## src/rtl/core/i2rd_pkg.sv

```systemverilog
// i2rd_pkg: shared widths and types for the integer to radix digits core
// no dependencies; imported by every module in rtl/core
`timescale 1ns / 1ps

package i2rd_pkg;

   localparam int VALUE_BITS = 31;
   localparam int RADIX_W    = 9;
   localparam int DIGIT_W    = 8;
   localparam int STACK_DEPTH = VALUE_BITS;
   localparam int COUNT_W    = $clog2(STACK_DEPTH + 1);
   localparam int BIT_CNT_W  = $clog2(VALUE_BITS);

   localparam logic [RADIX_W-1:0] RADIX_MIN   = RADIX_W'(2);
   localparam logic [RADIX_W-1:0] RADIX_MAX   = RADIX_W'(256);
   localparam logic [RADIX_W-1:0] RADIX_RESET = RADIX_W'(10);

   typedef logic [VALUE_BITS-1:0] value_type;
   typedef logic [DIGIT_W-1:0]    digit_type;
   typedef logic [RADIX_W-1:0]    radix_type;
   typedef logic [COUNT_W-1:0]    count_type;

   // digit stack control
   typedef struct packed {
      logic push;
      logic pop;
   } stack_ctl_type;

   // divider result bundle
   typedef struct packed {
      logic      done;
      value_type quotient;
      digit_type remainder;
   } div_status_type;

endpackage

```

## src/rtl/core/i2rd_div.sv

```systemverilog
// i2rd_div: bit-serial restoring divider, one quotient bit per cycle
// depends on i2rd_pkg
`timescale 1ns / 1ps

module i2rd_div (
   input  logic                    clock,
   input  logic                    reset,
   input  logic                    load,
   input  i2rd_pkg::value_type     dividend,
   input  i2rd_pkg::radix_type     radix,
   output i2rd_pkg::div_status_type status
);
   import i2rd_pkg::*;

   logic                 busy_ff, busy_in;
   logic                 done_ff, done_in;
   logic [BIT_CNT_W-1:0] cnt_ff, cnt_in;
   value_type            quo_ff, quo_in;
   digit_type            rem_ff, rem_in;

   logic [RADIX_W-1:0]   trial;
   logic                 qbit;

   // partial remainder shifted left with the next dividend bit
   assign trial = {rem_ff, quo_ff[VALUE_BITS-1]};
   assign qbit  = (trial >= radix);

   always_comb begin
      busy_in = busy_ff;
      done_in = 1'b0;
      cnt_in  = cnt_ff;
      quo_in  = quo_ff;
      rem_in  = rem_ff;
      if (load) begin
         busy_in = 1'b1;
         cnt_in  = '0;
         quo_in  = dividend;
         rem_in  = '0;
      end else if (busy_ff) begin
         quo_in = {quo_ff[VALUE_BITS-2:0], qbit};
         rem_in = qbit ? DIGIT_W'(trial - radix) : trial[DIGIT_W-1:0];
         cnt_in = cnt_ff + BIT_CNT_W'(1);
         if (cnt_ff == BIT_CNT_W'(VALUE_BITS - 1)) begin
            busy_in = 1'b0;
            done_in = 1'b1;
         end
      end
   end

   always_ff @(posedge clock) begin
      if (reset) begin
         busy_ff <= 1'b0;
         done_ff <= 1'b0;
         cnt_ff  <= '0;
      end else begin
         busy_ff <= busy_in;
         done_ff <= done_in;
         cnt_ff  <= cnt_in;
      end
      quo_ff <= quo_in;
      rem_ff <= rem_in;
   end

   assign status.done      = done_ff;
   assign status.quotient  = quo_ff;
   assign status.remainder = rem_ff;

   a_load_starts : assert property (@(posedge clock) disable iff (reset)
      load |=> busy_ff && !done_ff)
      else $error("divider did not start on load");

   a_done_ends : assert property (@(posedge clock) disable iff (reset)
      done_ff |-> !busy_ff)
      else $error("divider done while still iterating");

endmodule

```

## src/rtl/core/i2rd_stack.sv

```systemverilog
// i2rd_stack: shift-register digit stack, pushes least significant first,
// pops most significant first; depends on i2rd_pkg
`timescale 1ns / 1ps

module i2rd_stack (
   input  logic                   clock,
   input  logic                   reset,
   input  i2rd_pkg::stack_ctl_type ctl,
   input  i2rd_pkg::digit_type    push_digit,
   output i2rd_pkg::digit_type    top_digit,
   output i2rd_pkg::count_type    level
);
   import i2rd_pkg::*;

   digit_type entry_ff [STACK_DEPTH];
   digit_type entry_in [STACK_DEPTH];
   count_type count_ff, count_in;

   always_comb begin
      for (int i = 0; i < STACK_DEPTH; i++) begin
         entry_in[i] = entry_ff[i];
      end
      count_in = count_ff;
      if (ctl.push) begin
         entry_in[0] = push_digit;
         for (int i = 1; i < STACK_DEPTH; i++) begin
            entry_in[i] = entry_ff[i-1];
         end
         count_in = count_ff + COUNT_W'(1);
      end else if (ctl.pop) begin
         for (int i = 0; i < STACK_DEPTH - 1; i++) begin
            entry_in[i] = entry_ff[i+1];
         end
         count_in = count_ff - COUNT_W'(1);
      end
   end

   always_ff @(posedge clock) begin
      if (reset) begin
         count_ff <= '0;
      end else begin
         count_ff <= count_in;
      end
      for (int i = 0; i < STACK_DEPTH; i++) begin
         entry_ff[i] <= entry_in[i];
      end
   end

   assign top_digit = entry_ff[0];
   assign level     = count_ff;

   a_level_range : assert property (@(posedge clock) disable iff (reset)
      count_ff <= COUNT_W'(STACK_DEPTH))
      else $error("digit stack overflow");

endmodule

```

## src/rtl/core/integer_to_radix_digits_core.sv

```systemverilog
// integer_to_radix_digits_core: top level, radix register, sequencer
// depends on i2rd_pkg, i2rd_div, i2rd_stack
//
//   port group  direction  handshake            beat contents
//   req_        in         start / busy         value
//   rsp_        out        rsp_valid strobe     digit, last
//   csr_        in         csr_valid/csr_ready  radix (9 bits)
//
// each digit takes a full pass of the bit-serial divider, then the digits
// stream out one per cycle.
// busy stays high from the accepted start until the last digit's beat.
// reset is synchronous; it sets the radix to 10 and empties the digit stack.
// rsp beats are single-cycle strobes; the receiver cannot stall them.
`timescale 1ns / 1ps

module integer_to_radix_digits_core (
   input  logic                clock,
   input  logic                reset,
   input  logic                start,
   output logic                busy,
   input  i2rd_pkg::value_type req_value,
   output logic                rsp_valid,
   output i2rd_pkg::digit_type rsp_digit,
   output logic                rsp_last,
   input  logic                csr_valid,
   output logic                csr_ready,
   input  i2rd_pkg::radix_type csr_data
);
   import i2rd_pkg::*;

   typedef enum logic [2:0] {
      ST_IDLE = 3'b001,
      ST_DIV  = 3'b010,
      ST_EMIT = 3'b100
   } state_type;

   state_type      state_ff, state_in;
   radix_type      radix_ff, radix_in;
   logic           div_load;
   value_type      div_dividend;
   div_status_type div_stat;
   stack_ctl_type  stk_ctl;
   digit_type      stk_top;
   count_type      stk_level;

   // out-of-range radix values saturate into 2..256
   always_comb begin
      radix_in = radix_ff;
      if (csr_valid && csr_ready) begin
         if (csr_data < RADIX_MIN) begin
            radix_in = RADIX_MIN;
         end else if (csr_data > RADIX_MAX) begin
            radix_in = RADIX_MAX;
         end else begin
            radix_in = csr_data;
         end
      end
   end

   always_comb begin
      state_in     = state_ff;
      div_load     = 1'b0;
      div_dividend = req_value;
      stk_ctl      = '0;
      case (state_ff)
         ST_IDLE: begin
            if (start) begin
               div_load = 1'b1;
               state_in = ST_DIV;
            end
         end
         ST_DIV: begin
            if (div_stat.done) begin
               stk_ctl.push = 1'b1;
               // keep dividing until the quotient runs out
               if (div_stat.quotient == '0) begin
                  state_in = ST_EMIT;
               end else begin
                  div_load     = 1'b1;
                  div_dividend = div_stat.quotient;
               end
            end
         end
         ST_EMIT: begin
            stk_ctl.pop = 1'b1;
            if (stk_level == COUNT_W'(1)) begin
               state_in = ST_IDLE;
            end
         end
         default: begin
            state_in = ST_IDLE;
         end
      endcase
   end

   always_ff @(posedge clock) begin
      if (reset) begin
         state_ff <= ST_IDLE;
         radix_ff <= RADIX_RESET;
      end else begin
         state_ff <= state_in;
         radix_ff <= radix_in;
      end
   end

   i2rd_div u_div (
      .clock    (clock),
      .reset    (reset),
      .load     (div_load),
      .dividend (div_dividend),
      .radix    (radix_ff),
      .status   (div_stat)
   );

   i2rd_stack u_stack (
      .clock      (clock),
      .reset      (reset),
      .ctl        (stk_ctl),
      .push_digit (div_stat.remainder),
      .top_digit  (stk_top),
      .level      (stk_level)
   );

   assign busy      = (state_ff != ST_IDLE);
   assign csr_ready = 1'b1;
   assign rsp_valid = (state_ff == ST_EMIT);
   assign rsp_digit = stk_top;
   assign rsp_last  = (state_ff == ST_EMIT) && (stk_level == COUNT_W'(1));

   a_emit_nonempty : assert property (@(posedge clock) disable iff (reset)
      rsp_valid |-> stk_level != '0)
      else $error("digit beat from an empty stack");

   a_last_frees : assert property (@(posedge clock) disable iff (reset)
      rsp_valid && rsp_last |=> !busy && stk_level == '0)
      else $error("core still busy after the last digit");

   a_radix_range : assert property (@(posedge clock) disable iff (reset)
      radix_ff >= RADIX_MIN && radix_ff <= RADIX_MAX)
      else $error("radix register out of range");

endmodule
```

## config.mk

```make
export PLATFORM = sky130hd
export DESIGN_NAME = integer_to_radix_digits_core
export DESIGN_NICKNAME = d
export VERILOG_FILES = /design/src/rtl/core/i2rd_pkg.sv /design/src/rtl/core/i2rd_div.sv /design/src/rtl/core/i2rd_stack.sv /design/src/rtl/core/integer_to_radix_digits_core.sv
export SDC_FILE = /design/constraint.sdc
export NUM_CORES = 1
export LEC_CHECK = 0
export BUFFER_PORTS_ARGS = -buffer_cell sky130_fd_sc_hd__buf_2
export CAP_MARGIN = 20
export CORE_MARGIN = 1.5
export CORE_UTILIZATION = 66
export CTS_CLUSTER_DIAMETER = 30
export CTS_CLUSTER_SIZE = 8
export DETAILED_ROUTE_END_ITERATION = 10
export GPL_ROUTABILITY_DRIVEN = 0
export HOLD_SLACK_MARGIN = 0.12
export PLACE_DENSITY = 0.91
export SLEW_MARGIN = 30
export SYNTH_ARGS = -nofsm -noshare
export SYNTH_HDL_FRONTEND = slang
export SYNTH_SLANG_ARGS = --single-unit
export TNS_END_PERCENT = 10
```

## constraint.sdc

```tcl
create_clock -name clock -period 16.1 [get_ports clock]
set_input_delay 0.805 -clock clock [delete_from_list [all_inputs] [get_ports clock]]
set_output_delay 0.805 -clock clock [all_outputs]
set_load 0.02 [all_outputs]
```

# Yosys cells after proc, flatten, opt, wreduce, memory -nomap -nowiden
# Memory sizes are Yosys's and may differ from the RTL's.
# Index checks and enable logic that the tools add are counted.
op_classes:
  magnitude_cmp: 3
  add_sub_neg: 4
  n_bitwise: 1
  eq_ne: 11
  reduce_logical: 8
  mux: 29
op_table:
  columns: ["cell", "count"]
  rows:
  - ["240-bit 2-to-1 mux", 2]
  - ["31-bit 2-to-1 mux", 5]
  - ["31-bit zero test", 1]
  - ["9-bit 2-to-1 mux", 2]
  - ["8-bit 2-to-1 mux", 2]
  - ["3-bit 2-to-1 mux", 4]
  - ["5-bit by 1-bit adder with 5-bit output (second input constant)", 2]
  - ["1-bit 2-to-1 mux", 10]
  - ["5-bit 2-to-1 mux", 2]
  - ["9-bit greater-or-equal comparator", 1]
  - ["9-bit > comparator (second input constant)", 1]
  - ["9-bit by 2-bit less-than comparator with 1-bit output (second input constant)", 1]
  - ["3-bit one-hot mux with 3 select lines", 1]
  - ["8-bit subtractor", 1]
  - ["5-bit by 1-bit equality test with 1-bit output (second input constant)", 1]
  - ["5-bit equality test (second input constant)", 1]
  - ["5-bit by 1-bit subtractor with 5-bit output (second input constant)", 1]
  - ["2-bit by 1-bit inequality test with 1-bit output (second input constant)", 2]
  - ["2-bit inequality test (second input constant)", 2]
  - ["4-bit inequality test (second input constant)", 1]
  - ["4-bit AND reduction", 1]
  - ["2-bit nonzero test", 2]
  - ["3-bit by 1-bit equality test with 1-bit output (second input constant)", 1]
  - ["3-bit by 2-bit equality test with 1-bit output (second input constant)", 1]
  - ["other kinds (8)", 8]
word_totals:
  ram_bits: 248
  wordCells: 65
  ff_bits: 63
  input_bits: 44
  out_inout_bits: 12
  n_memories: 1
memory_table:
  columns: ["name", "words", "word_bits", "read_ports", "rd_clocked_by_memory_dff", "wr", "line_no", "text"]
  rows:
  - ["u_stack.entry_ff", 31, 8, 31, 0, 31, "i2rd_stack.sv:15", "digit_type entry_ff [STACK_DEPTH];"]

# Logic depth before layout (Yosys ltp)
# Gate-level depths: netlist (run 1).
depth:
  depth_word: 6
  ltp_mapped: 10
  depth_no_buf: 9

# Cells and area by module
# Synthesis (run 1) repeated with hierarchy kept, for this count alone.
unflattened:
  cells_unflattened: 891
  area_unflattened_um2: 14296.2
by_module_without_submodules:
  columns: ["mod", "cells_each", "area_each_um2", "n_inst", "seq_area_each_um2"]
  rows:
  - ["i2rd_stack", 562, 10822.9, 1, 7547.2]
  - ["i2rd_div", 212, 2463.6, 1, 1231.2]
  - ["integer_to_radix_digits_core", 117, 1009.7, 1, 240.2]

# Least setup slack after synthesis (run 1)
# OpenSTA, ideal clock, no wires.
synth_path:
  path_kind: "register to register"
  start: "register state_ff[0] (netlist name)"
  end: "memory u_stack.entry_ff[0][0] (netlist name) (enable)"
  setup_slack_ps: 9417
  setup_time_ps: 613
  required_time_ps: 15487
  stages_incl_launch_ff: 4
  period_less_slack_ps: 6683
  n_path_buf: 1
  t_arrival_ps: 6071
  path_cell_list: "dfxtp_1 -> or3b_2 -> clkbuf_1 -> nand2_1"
synth_rtl:
  columns: ["element", "line_no"]
  rows:
  - ["end: declaration", "i2rd_stack.sv:15"]

# Worst setup path in the final report (run 1)
layout_path:
  start: "register state_ff[2]"
  end: "register u_div.quo_ff[2], data pin"
layout_between:
  elab_chain_cells: 3
  word_cells_on_any_way: 5
  classes_between: "eq/ne (2); mux (3)"
layout_lines:
  columns: ["element", "line_no", "text"]
  rows:
  - ["start: declaration", "integer_to_radix_digits_core.sv:37", "state_type state_ff, state_in;"]
  - ["start signal: assignment", "integer_to_radix_digits_core.sv:101", "state_ff <= state_in;"]
  - ["3-bit by 2-bit equality test with 1-bit output / 3-bit by 1-bit equality test with 1-bit output (equally long branches)", "integer_to_radix_digits_core.sv:65", "case (state_ff)"]
  - ["1-bit one-hot mux with 2 select lines / 31-bit 2-to-1 mux (equally long branches)", "integer_to_radix_digits_core.sv:65", null]
  - ["31-bit 2-to-1 mux *", "i2rd_div.sv:34", "if (load) begin"]
  - ["net u_div.quo_in[2]", "i2rd_div.sv:18", "value_type quo_ff, quo_in;"]
  - ["end signal: assignment", "i2rd_div.sv:60", "quo_ff <= quo_in;"]
  - ["end: declaration", "i2rd_div.sv:18", null]
# Mark *: on every way through the listed nets, which the timed path passes. The rest lies on a longest branch.
# A chain may end at the register's enable or synchronous reset.

==> metrics, run 1 <==
status finished clean; leading area contributor after synthesis edfxtp_1; Async SR Flop Fraction 0%; Via-to-Cell Ratio 5.82; Die Y 147 um; vias in the first global route 9773; Distinct cells, synth 57; Num CTS Buffers 57; Syn Inst Count 1324; Peak VDD IR 104 uV; Critical Path Slowest Stage Cell inv_6; WHS 0.447 ns; hold buffer count at CTS 0; deepest clock path buffer count 3; drt total wl 29300 um; switching power 482 uW; Max-Cap Viols 0; IO Port Bufs 54; Comb power frac 6.1%; leading cell type in the layout, fill and taps excluded nand2_1; first-pass GRT wire length 47100 um; antenna violations before repair 0; layout cell share with drive strength beyond 1 13.0%; Worst-Skew Late Latency 0.55 ns; CP Buf/Inv Count 2; Register-to-Register Path Depth 8; ys flop type edfxtp_1; number of synthesized register bits 311; Clock Power Share 51.3%; fin crit share 22.6%; Initial DRT Pass Iterations 6; die width 147 um; H-tree Lvls 2; Tmin final 3.64 ns; Final Hold Viols 0; Antenna diodes 0; largest net degree at the start of global routing 129; CP endpoint kind flip-flop; clk sinks 311; Post-synth EDFFs 279; nets@finish 1430; post-CTS setup buffers 0; synth top area cells edfxtp_1, nand2_1, dfxtp_1, mux2_2, ha_1; crit-path max FO 128; Resized Gates After CTS 0; core area 20300 um^2; 1st-iter DRT viols 1006; Filler Cell Count 1109; I/O pins 56; Max Clock Skew 0.0224 ns; Static Leak 5.67 nW; Seq/Total Area, Yosys 65.9%; critical path endpoint u_div.quo_ff[2]$_DFFE_PP_; Root Driver clkbuf_16; All-Layer GR Usage 27.2%; number of stages on the worst setup path 8; r2r setup slk 12.46 ns; Die ar. 21600 um^2; final-report max-slew violation count 0; Hold/Removal Path Class flip-flop to flip-flop; mean cell area of the mapped netlist 10.3 um^2; Syn. warnings 0; Seq pwr share 42.6%; Worst Setup SP state_ff[2]$_SDFFE_PP0P_; Syn Nets 1383; Critical Path Start Type flip-flop; R2R Path Start state_ff[2]$_SDFFE_PP0P_; reg-to-reg endpoint u_div.quo_ff[2]$_DFFE_PP_; Internal Dissipation 1.67 mW; class of the most critical setup path flip-flop to flip-flop; DR vias 9800; Layout area overhead 15.4%; Net Sw Frac 22.3%; Reg clk slew, reported paths 0.05 ns; Non-Filler Instances 1683; Relative slew margins 35.0%; Critical Path Max Stage Delay 0.83 ns; Tightest Pin Transition 0.974 ns; Post-Syn Area 13700 um^2; DR WL/cell 17.4 um; Post-DRT Antenna Nets 0; delay-heaviest family, CP buffers and inverters; Post-Place Cells 1582; drc violations 0; Max Clock Freq 0.275 GHz; initial core utilization 67.4%; Final setup viols 0; Yosys top cell area share 61.2%; most frequent cells in the layout nand2_1, edfxtp_1, clkbuf_16; Worst Path Required 16.40 ns; half-perimeter wire length after detailed placement 14600 um; gr ovfl total 0; CTS tree done; RSZ-0062 raised after global routing no; Arrival @ worst endpoint 3.94 ns; pwr dens 136 nW/um^2; final setup TNS 0 ns; cell row count 52; CP Cell Sequence nand2b_1 -> nor2_1 -> nand2_4 -> inv_6 -> o21ai_1 -> nand2_1 -> buf_4 -> mux2_2
==> power groups by stage <==
stage / clock network [mW] / logic, mW / registers (mW)
CTS: 1.11 / 0.129 / 0.918
global placement: 0 / 0.118 / 0.931
detailed placement: 0 / 0.124 / 0.932
floorplan: 0 / 0.100 / 0.924
finish: 1.11 / 0.131 / 0.919
global route: 1.15 / 0.144 / 0.920
==> per-layer routing <==
| metal | vias up | share of wire, % | wire [um] | GRT usage (%) |
|---|---|---|---|---|
| met4 | 0 | 3.3 | 981 | 11.7 |
| met1 | 4713 | 39 | 11300 | 33.2 |
| met5 | - | 0 | 0 | 0 |
| met2 | 474 | 52 | 15100 | 47.3 |
| met3 | 93 | 6.6 | 1920 | 5.59 |
| li1 | 4520 | - | - | - |
==> worst register-to-register path, delay by kind of cell, from the launching register on <==
family                 cells  cell delay [ns]
flip-flops                 1             0.33
AND/OR/NAND/NOR            4             1.10
AO/OA/AOI/OAI              1             0.20
multiplexers               1             0.42
buffers and inverters      2             1.33
==> worst min-delay path by stage <==
stage | start | endpoint | slack, ns | cells after the start
3_3_place_gp | u_stack.entry_ff[1][104]$_DFFE_PP_ | u_stack.entry_ff[1][112]$_DFFE_PP_ | 0.43 | 0
6_report | u_stack.entry_ff[1][111]$_DFFE_PP_ | u_stack.entry_ff[1][119]$_DFFE_PP_ | 0.45 | 0
5_1_grt | u_stack.entry_ff[1][107]$_DFFE_PP_ | u_stack.entry_ff[1][115]$_DFFE_PP_ | 0.46 | 0
3_5_place_dp | u_stack.entry_ff[1][104]$_DFFE_PP_ | u_stack.entry_ff[1][112]$_DFFE_PP_ | 0.44 | 0
4_1_cts | u_stack.entry_ff[1][104]$_DFFE_PP_ | u_stack.entry_ff[1][112]$_DFFE_PP_ | 0.45 | 0
2_1_floorplan | u_stack.entry_ff[1][104]$_DFFE_PP_ | u_stack.entry_ff[1][112]$_DFFE_PP_ | 0.43 | 0
==> synth_stat cells, types with 2 or more instances <==
cell type	n
a211oi_1	5
a21boi_0	2
a21oi_1	11
a22oi_1	5
a311oi_1	2
a31oi_1	3
a41oi_1	2
buf_2	24
buf_4	9
buf_6	3
clkbuf_1	36
dfxtp_1	32
edfxtp_1	279
ha_1	14
inv_1	19
mux2_2	30
mux2i_1	5
nand2_1	729
nand2b_1	6
nand3_1	6
nand3b_1	3
nand4_1	6
nor2_1	28
nor3_1	6
nor4_1	9
o21a_1	4
o21ai_0	5
o31a_1	2
o31ai_1	2
xnor2_1	5
xor2_1	6
==> registers in the layout (all words and copies together) (netlist names) <==
name / count
u_div.done_ff: 1
u_stack.level: 5
state_ff: 3
u_div.rem_ff: 8
u_div.quo_ff: 31
u_div.cnt_ff: 5
u_div.busy_ff: 1
u_stack.entry_ff: 248
radix_ff: 9
==> metrics by stage <==
step | power, mW | cell area [um^2] | util (%) | worst slack, ns
2_1_floorplan | 1.02 | 13700 | - | 9.42
3_3_place_gp | 1.05 | 14000 | 69.0 | 12.45
3_5_place_dp | 1.06 | 14000 | 69.1 | 12.51
4_1_cts | 2.16 | 15800 | 77.8 | 12.46
5_1_grt | 2.22 | 15800 | 77.8 | 12.09
6_report | 2.16 | 15800 | 77.8 | 12.46
==> layout make-up <==
| cell class | count | area (um^2) | area share [%] |
|---|---|---|---|
| flip-flops and latches | 311 | 9020 | 57.1 |
| multi-input cells | 920 | 4250 | 26.9 |
| clock buffers | 72 | 1550 | 9.78 |
| well taps | 270 | 338 | 2.14 |
| repair buffers | 61 | 334 | 2.12 |
| clock inverters | 29 | 228 | 1.44 |
| inverters | 20 | 80.1 | 0.507 |
==> cells by family after synthesis <==
kind of cell,after synthesis,synth area share (%)
other,1,0.0274
flip-flops,311,65.9
multiplexers,36,2.92
adder cells (fa/ha/maj),15,1.43
XOR/XNOR,11,0.704
AO/OA/AOI/OAI,55,2.90
buffers and inverters,93,3.18
AND/OR/NAND/NOR,802,23.0
(Power assumes the default switching activity.)
==> run 2: changes to the inputs <==
- CORE_UTILIZATION: 66 -> 62
- PLACE_DENSITY: 0.91 -> 0.87
- clock period: 16.1 -> 3.8 ns (I/O delays scaled with it)
==> metrics, run 2 (synthesized netlist as in run 1, its figures left out) <==
status finished clean (unchanged); IO Port Bufs 54 (unchanged); Num CTS Buffers 54 (was 57); hold buffer count at CTS 49 (was 0); Post-DRT Antenna Nets 0 (unchanged); clk sinks 311 (unchanged); Worst Hold Endpoint u_stack.entry_ff[1][113]$_DFFE_PP_ (was u_stack.entry_ff[1][119]$_DFFE_PP_); Worst Hold Path Cells 0 (unchanged); R2R Path Start state_ff[2]$_SDFFE_PP0P_ (unchanged); largest net degree at the start of global routing 252 (was 129); drc violations 0 (unchanged); Worst Setup SP state_ff[2]$_SDFFE_PP0P_ (unchanged); core area 21800 um^2 (was 20300 um^2); Max Clock Skew 0.0296 ns (was 0.0224 ns); Biggest register u_stack.entry_ff (unchanged); Filler Cell Count 1318 (was 1109); Top Registers u_stack.entry_ff (248), u_div.quo_ff (31), radix_ff (9) (unchanged); Critical Path Start Type flip-flop (unchanged); CP Buf/Inv Count 2 (unchanged); CP Cell Sequence nand2b_1 -> nor2_1 -> nand2_4 -> inv_6 -> o21ai_1 -> nand2_1 -> buf_12 -> mux2_2 (was nand2b_1 -> nor2_1 -> nand2_4 -> inv_6 -> o21ai_1 -> nand2_1 -> buf_4 -> mux2_2); Final Hold Viols 0 (unchanged); All-Layer GR Usage 25.3% (was 27.2%); most frequent cells in the layout nand2_1, edfxtp_1, clkbuf_16, buf_2, dlygate4sd3_1 (was nand2_1, edfxtp_1, clkbuf_16); cell row count 54 (was 52); half-perimeter wire length after detailed placement 14100 um (was 14600 um); DR vias 9606 (was 9800); vias in the first global route 9710 (was 9773); class of the most critical setup path flip-flop to flip-flop (unchanged); Tmin final 2.67 ns (was 3.64 ns); Max-Cap Viols 0 (unchanged); layout cell share with drive strength beyond 1 12.4% (was 13.0%); nets@finish 1481 (was 1430); I/O pins 56 (unchanged); pwr dens 555 nW/um^2 (was 136 nW/um^2); Die Y 152 um (was 147 um); delay-heaviest family, CP simple AND/OR/NAND/NOR gates (was buffers and inverters); Root Driver clkbuf_16 (unchanged); Antenna diodes 0 (unchanged); Resized Gates After CTS 0 (unchanged); Via-to-Cell Ratio 5.51 (was 5.82); deepest clock path buffer count 3 (unchanged); RSZ-0062 raised after global routing no (unchanged); Relative slew margins 36.9% (was 35.0%); 1st-iter DRT viols 951 (was 1006); Largest register FFs 248 (unchanged); Peak VDD IR 506 uV (was 104 uV); final core occ 75.1% (was 77.8%); first-pass GRT wire length 46100 um (was 47100 um); Max Clock Freq 0.375 GHz (was 0.275 GHz); Tightest Pin Transition 0.945 ns (was 0.974 ns); Die ar. 23000 um^2 (was 21600 um^2); Hold/Removal Path Class flip-flop to flip-flop (unchanged); gr ovfl total 0 (unchanged); Static Leak 5.89 nW (was 5.67 nW); die width 152 um (was 147 um); Arrival @ worst endpoint 2.96 ns (was 3.94 ns); final-report max-slew violation count 0 (unchanged); reg-to-reg endpoint u_div.quo_ff[11]$_DFFE_PP_ (was u_div.quo_ff[2]$_DFFE_PP_); final setup TNS 0 ns (unchanged); hold_sp u_stack.entry_ff[1][105]$_DFFE_PP_ (was u_stack.entry_ff[1][111]$_DFFE_PP_); Register-to-Register Path Depth 8 (unchanged); H-tree Lvls 2 (unchanged); DR WL/cell 16.2 um (was 17.4 um); Worst-Skew Late Latency 0.56 ns (was 0.55 ns); Final setup viols 0 (unchanged); CP endpoint kind flip-flop (unchanged); crit-path max FO 34 (was 128); Initial DRT Pass Iterations 5 (was 6); Critical Path Max Stage Delay 0.49 ns (was 0.83 ns); post-CTS setup buffers 0 (unchanged); Reg clk slew, reported paths 0.05 ns (about the same); antenna violations before repair 0 (unchanged); Layout area overhead 19.3% (was 15.4%); fin crit share 70.2% (was 22.6%); r2r setup slk 1.13 ns (was 12.46 ns); initial core utilization 62.9% (was 67.4%); leading cell type in the layout, fill and taps excluded nand2_1 (unchanged); CTS tree done (unchanged); Worst Path Required 4.10 ns (was 16.40 ns); drt total wl 28300 um (was 29300 um); Critical Path Slowest Stage Cell nand2_1 (was inv_6)
## run 2: layout make-up
class	count	area (um^2)	area share (%)
inverter	20	80.1	0.490
clock inverter	22	253	1.55
tap	280	350	2.15
timing repair buffer	115	912	5.58
clock buffer	75	1460	8.94
sequential	311	9020	55.2
multi-input combinational	920	4260	26.1
## run 2: power breakdown
| part | switching (mW) | internal, mW | leakage (nW) |
|---|---|---|---|
| clock | 1.58 | 2.99 | 0.830 |
| sequential | 0.0892 | 3.81 | 1.95 |
| combinational | 0.318 | 0.286 | 3.12 |
## run 2: worst max path at each step
stage / depth (start not counted) / to
6_report: 8 / u_div.quo_ff[11]$_DFFE_PP_
5_1_grt: 8 / u_div.quo_ff[11]$_DFFE_PP_
4_1_cts: 8 / u_div.quo_ff[11]$_DFFE_PP_
3_5_place_dp: 8 / u_div.quo_ff[5]$_DFFE_PP_
3_3_place_gp: 8 / u_div.quo_ff[2]$_DFFE_PP_
2_1_floorplan: 3 / u_stack.entry_ff[0][0]$_DFFE_PP_
## run 2: routing by layer
metal	GRT usage, %	part of all wire (%)
met1	31.8	41
met2	44.4	52
met3	4.64	5.0
met4	8.70	2.3
met5	0	0
## run 2: stage by stage
| stage | cell area (um^2) | instances | power (mW) | hold WS (ns) | setup WS (ns) |
|---|---|---|---|---|---|
| 2_1_floorplan | 13700 | 1324 | 4.34 | 0.267 | 0.745 |
| 3_3_place_gp | 14100 | 1596 | 4.44 | 0.430 | 1.25 |
| 3_5_place_dp | 14100 | 1596 | 4.47 | 0.436 | 1.18 |
| 4_1_cts | 16300 | 1742 | 9.08 | 0.416 | 1.16 |
| 5_1_grt | 16300 | 1743 | 9.34 | 0.454 | 0.963 |
| 6_report | 16300 | 1743 | 9.07 | 0.448 | 1.13 |
==> run 3: changes to the inputs <==
- clock period: 3.8 -> 2.53 ns (I/O delays scaled with it)
==> metrics, run 3 (synthesized netlist as in run 1, its figures left out) <==
die width 152 um (unchanged); Antenna diodes 0 (unchanged); Place WS 0.303 ns (was 1.18 ns); Static Leak 5.92 nW (was 5.89 nW); H-tree Lvls 2 (unchanged); layout cell share with drive strength beyond 1 12.3% (was 12.4%); Initial DRT Pass Iterations 6 (was 5); 1st-iter DRT viols 1007 (was 951); crit-path max FO 6 (was 34); CTS tree done (unchanged); final setup TNS 0 ns (unchanged); Arrival @ worst endpoint 2.95 ns (was 2.96 ns); Placed Area 14200 um^2 (was 14100 um^2); Via-to-Cell Ratio 5.68 (was 5.51); RSZ-0062 raised after global routing no (unchanged); deepest clock path buffer count 3 (unchanged); Top Registers u_stack.entry_ff (248), u_div.quo_ff (31), radix_ff (9) (unchanged); Max-Cap Viols 0 (unchanged); Final setup viols 0 (unchanged); Design Power 13.7 mW (was 9.07 mW); Critical Path Slowest Stage Cell or4_4 (was nand2_1); Tightest Pin Transition 0.580 ns (was 0.945 ns); largest net degree at the start of global routing 243 (was 252); leading cell type in the layout, fill and taps excluded nand2_1 (unchanged); final worst setup slack 0.0500 ns (was 1.13 ns); class of the most critical setup path primary input to flip-flop (was flip-flop to flip-flop); status finished clean (unchanged); Worst Path Required 3.00 ns (was 4.10 ns); nets@finish 1485 (was 1481); post-CTS setup buffers 0 (unchanged); Hold/Removal Path Class primary input to flip-flop (was flip-flop to flip-flop); Clock Power Share 49.8% (was 50.4%); switching power 3.04 mW (was 1.98 mW); gr ovfl total 0 (unchanged); Critical Path Max Stage Delay 0.57 ns (was 0.49 ns); All-Layer GR Usage 26.3% (was 25.3%); Worst-Skew Late Latency 0.56 ns (about the same); post-route cell area 16400 um^2 (was 16300 um^2); half-perimeter wire length after detailed placement 14000 um (was 14100 um); Die Y 152 um (unchanged); Peak VDD IR 979 uV (was 506 uV); IO Port Bufs 54 (unchanged); final-report max-slew violation count 0 (unchanged); core area 21800 um^2 (unchanged); Relative slew margins 61.3% (was 36.9%); Internal Dissipation 10.6 mW (was 7.08 mW); Max Clock Freq 0.403 GHz; Final Hold Viols 0 (unchanged); Seq pwr share 42.8% (was 43.0%); Non-Filler Instances 1738 (was 1743); Post-Place Cells 1598 (was 1596); clk sinks 311 (unchanged); most frequent cell on the critical path dlygate4sd3_1; CP Cell Sequence dlygate4sd3_1 -> buf_2 -> or4_4 -> nor4_4 -> mux2_1 -> nor2_4 -> a22oi_1 -> dlygate4sd3_1 -> nor2_1 (was nand2b_1 -> nor2_1 -> nand2_4 -> inv_6 -> o21ai_1 -> nand2_1 -> buf_12 -> mux2_2); Layout area overhead 20.0% (was 19.3%); Reg clk slew, reported paths 0.05 ns (about the same); pwr dens 832 nW/um^2 (was 555 nW/um^2); WHS 0.414 ns (was 0.448 ns); I/O pins 56 (unchanged); most frequent cells in the layout nand2_1, edfxtp_1, clkbuf_16, buf_2, dlygate4sd3_1 (unchanged); initial core utilization 62.9% (unchanged); drt total wl 29200 um (was 28300 um); Critical Path Start Type primary input (was flip-flop); Post-DRT Antenna Nets 0 (unchanged); Comb power frac 7.3% (was 6.7%); final core occ 75.5% (was 75.1%); drc violations 0 (unchanged); cell row count 54 (unchanged); Die ar. 23000 um^2 (unchanged); DR WL/cell 16.8 um (was 16.2 um); Max Clock Skew 0.0253 ns (was 0.0296 ns); antenna violations before repair 0 (unchanged); Largest register FFs 248 (unchanged); Root Driver clkbuf_16 (unchanged); Net Sw Frac 22.2% (was 21.9%); first-pass GRT wire length 47800 um (was 46100 um); Tmin final 2.48 ns; DR vias 9873 (was 9606); Num CTS Buffers 53 (was 54); vias in the first global route 10000 (was 9710); fin crit share 98.0%; CP endpoint kind flip-flop (unchanged); Biggest register u_stack.entry_ff (unchanged)
==> run 3: path summary, 6_finish.rpt <==
path,from,end,slack (ns),depth (start not counted)
worst max-delay path,csr_data[2],radix_ff[2]$_SDFFE_PP0P_,0.05,9
worst min-delay path,req_value[16],u_div.quo_ff[16]$_DFFE_PP_,0.41,3
worst max register to register,radix_ff[3]$_SDFFE_PP1P_,u_div.rem_ff[4]$_SDFFE_PN0P_,0.06,8
worst min register to register,u_stack.entry_ff[1][104]$_DFFE_PP_,u_stack.entry_ff[1][112]$_DFFE_PP_,0.45,0
==> run 3: metal layers <==
layer | track usage [%] | vias to the layer above | wire [um]
li1 | - | 4623 | -
met1 | 32.2 | 4751 | 11500
met4 | 11.1 | 0 | 936
met2 | 45.9 | 412 | 15100
met5 | 0 | - | 0
met3 | 4.82 | 87 | 1650
==> run 3: area by class of cell <==
type / instances / area (um^2)
sequential: 311 / 9020
timing repair buffer: 120 / 1040
clock inverter: 24 / 289
tap: 280 / 350
fill: 1215 / 5330
multi-input combinational: 920 / 4260
inverter: 20 / 80.1
clock buffer: 63 / 1390
==> run 3: critical path: cells and delay by family <==
kind                   cells  cell delay (ns)
buffers and inverters      3             1.24
AO/OA/AOI/OAI              1             0.10
multiplexers               1             0.39
AND/OR/NAND/NOR            4             1.10
==> run 3: what timing repair did <==
action | CTS | global route
endpoints found under the setup margin | 0 | 9
hold endpoints to repair | 55 | 0
hold buffers | 52 | 0
gates resized for setup | 0 | 2
==> run 3: power by group through the flow <==
stage          logic, mW  registers (mW)  clock network, mW
3_5_place_dp       0.812            5.92                  0
4_1_cts            0.895            5.83               6.83
3_3_place_gp       0.772            5.91                  0
5_1_grt             1.06            5.85               7.10
6_report            1.00            5.85               6.81
2_1_floorplan      0.639            5.87                  0
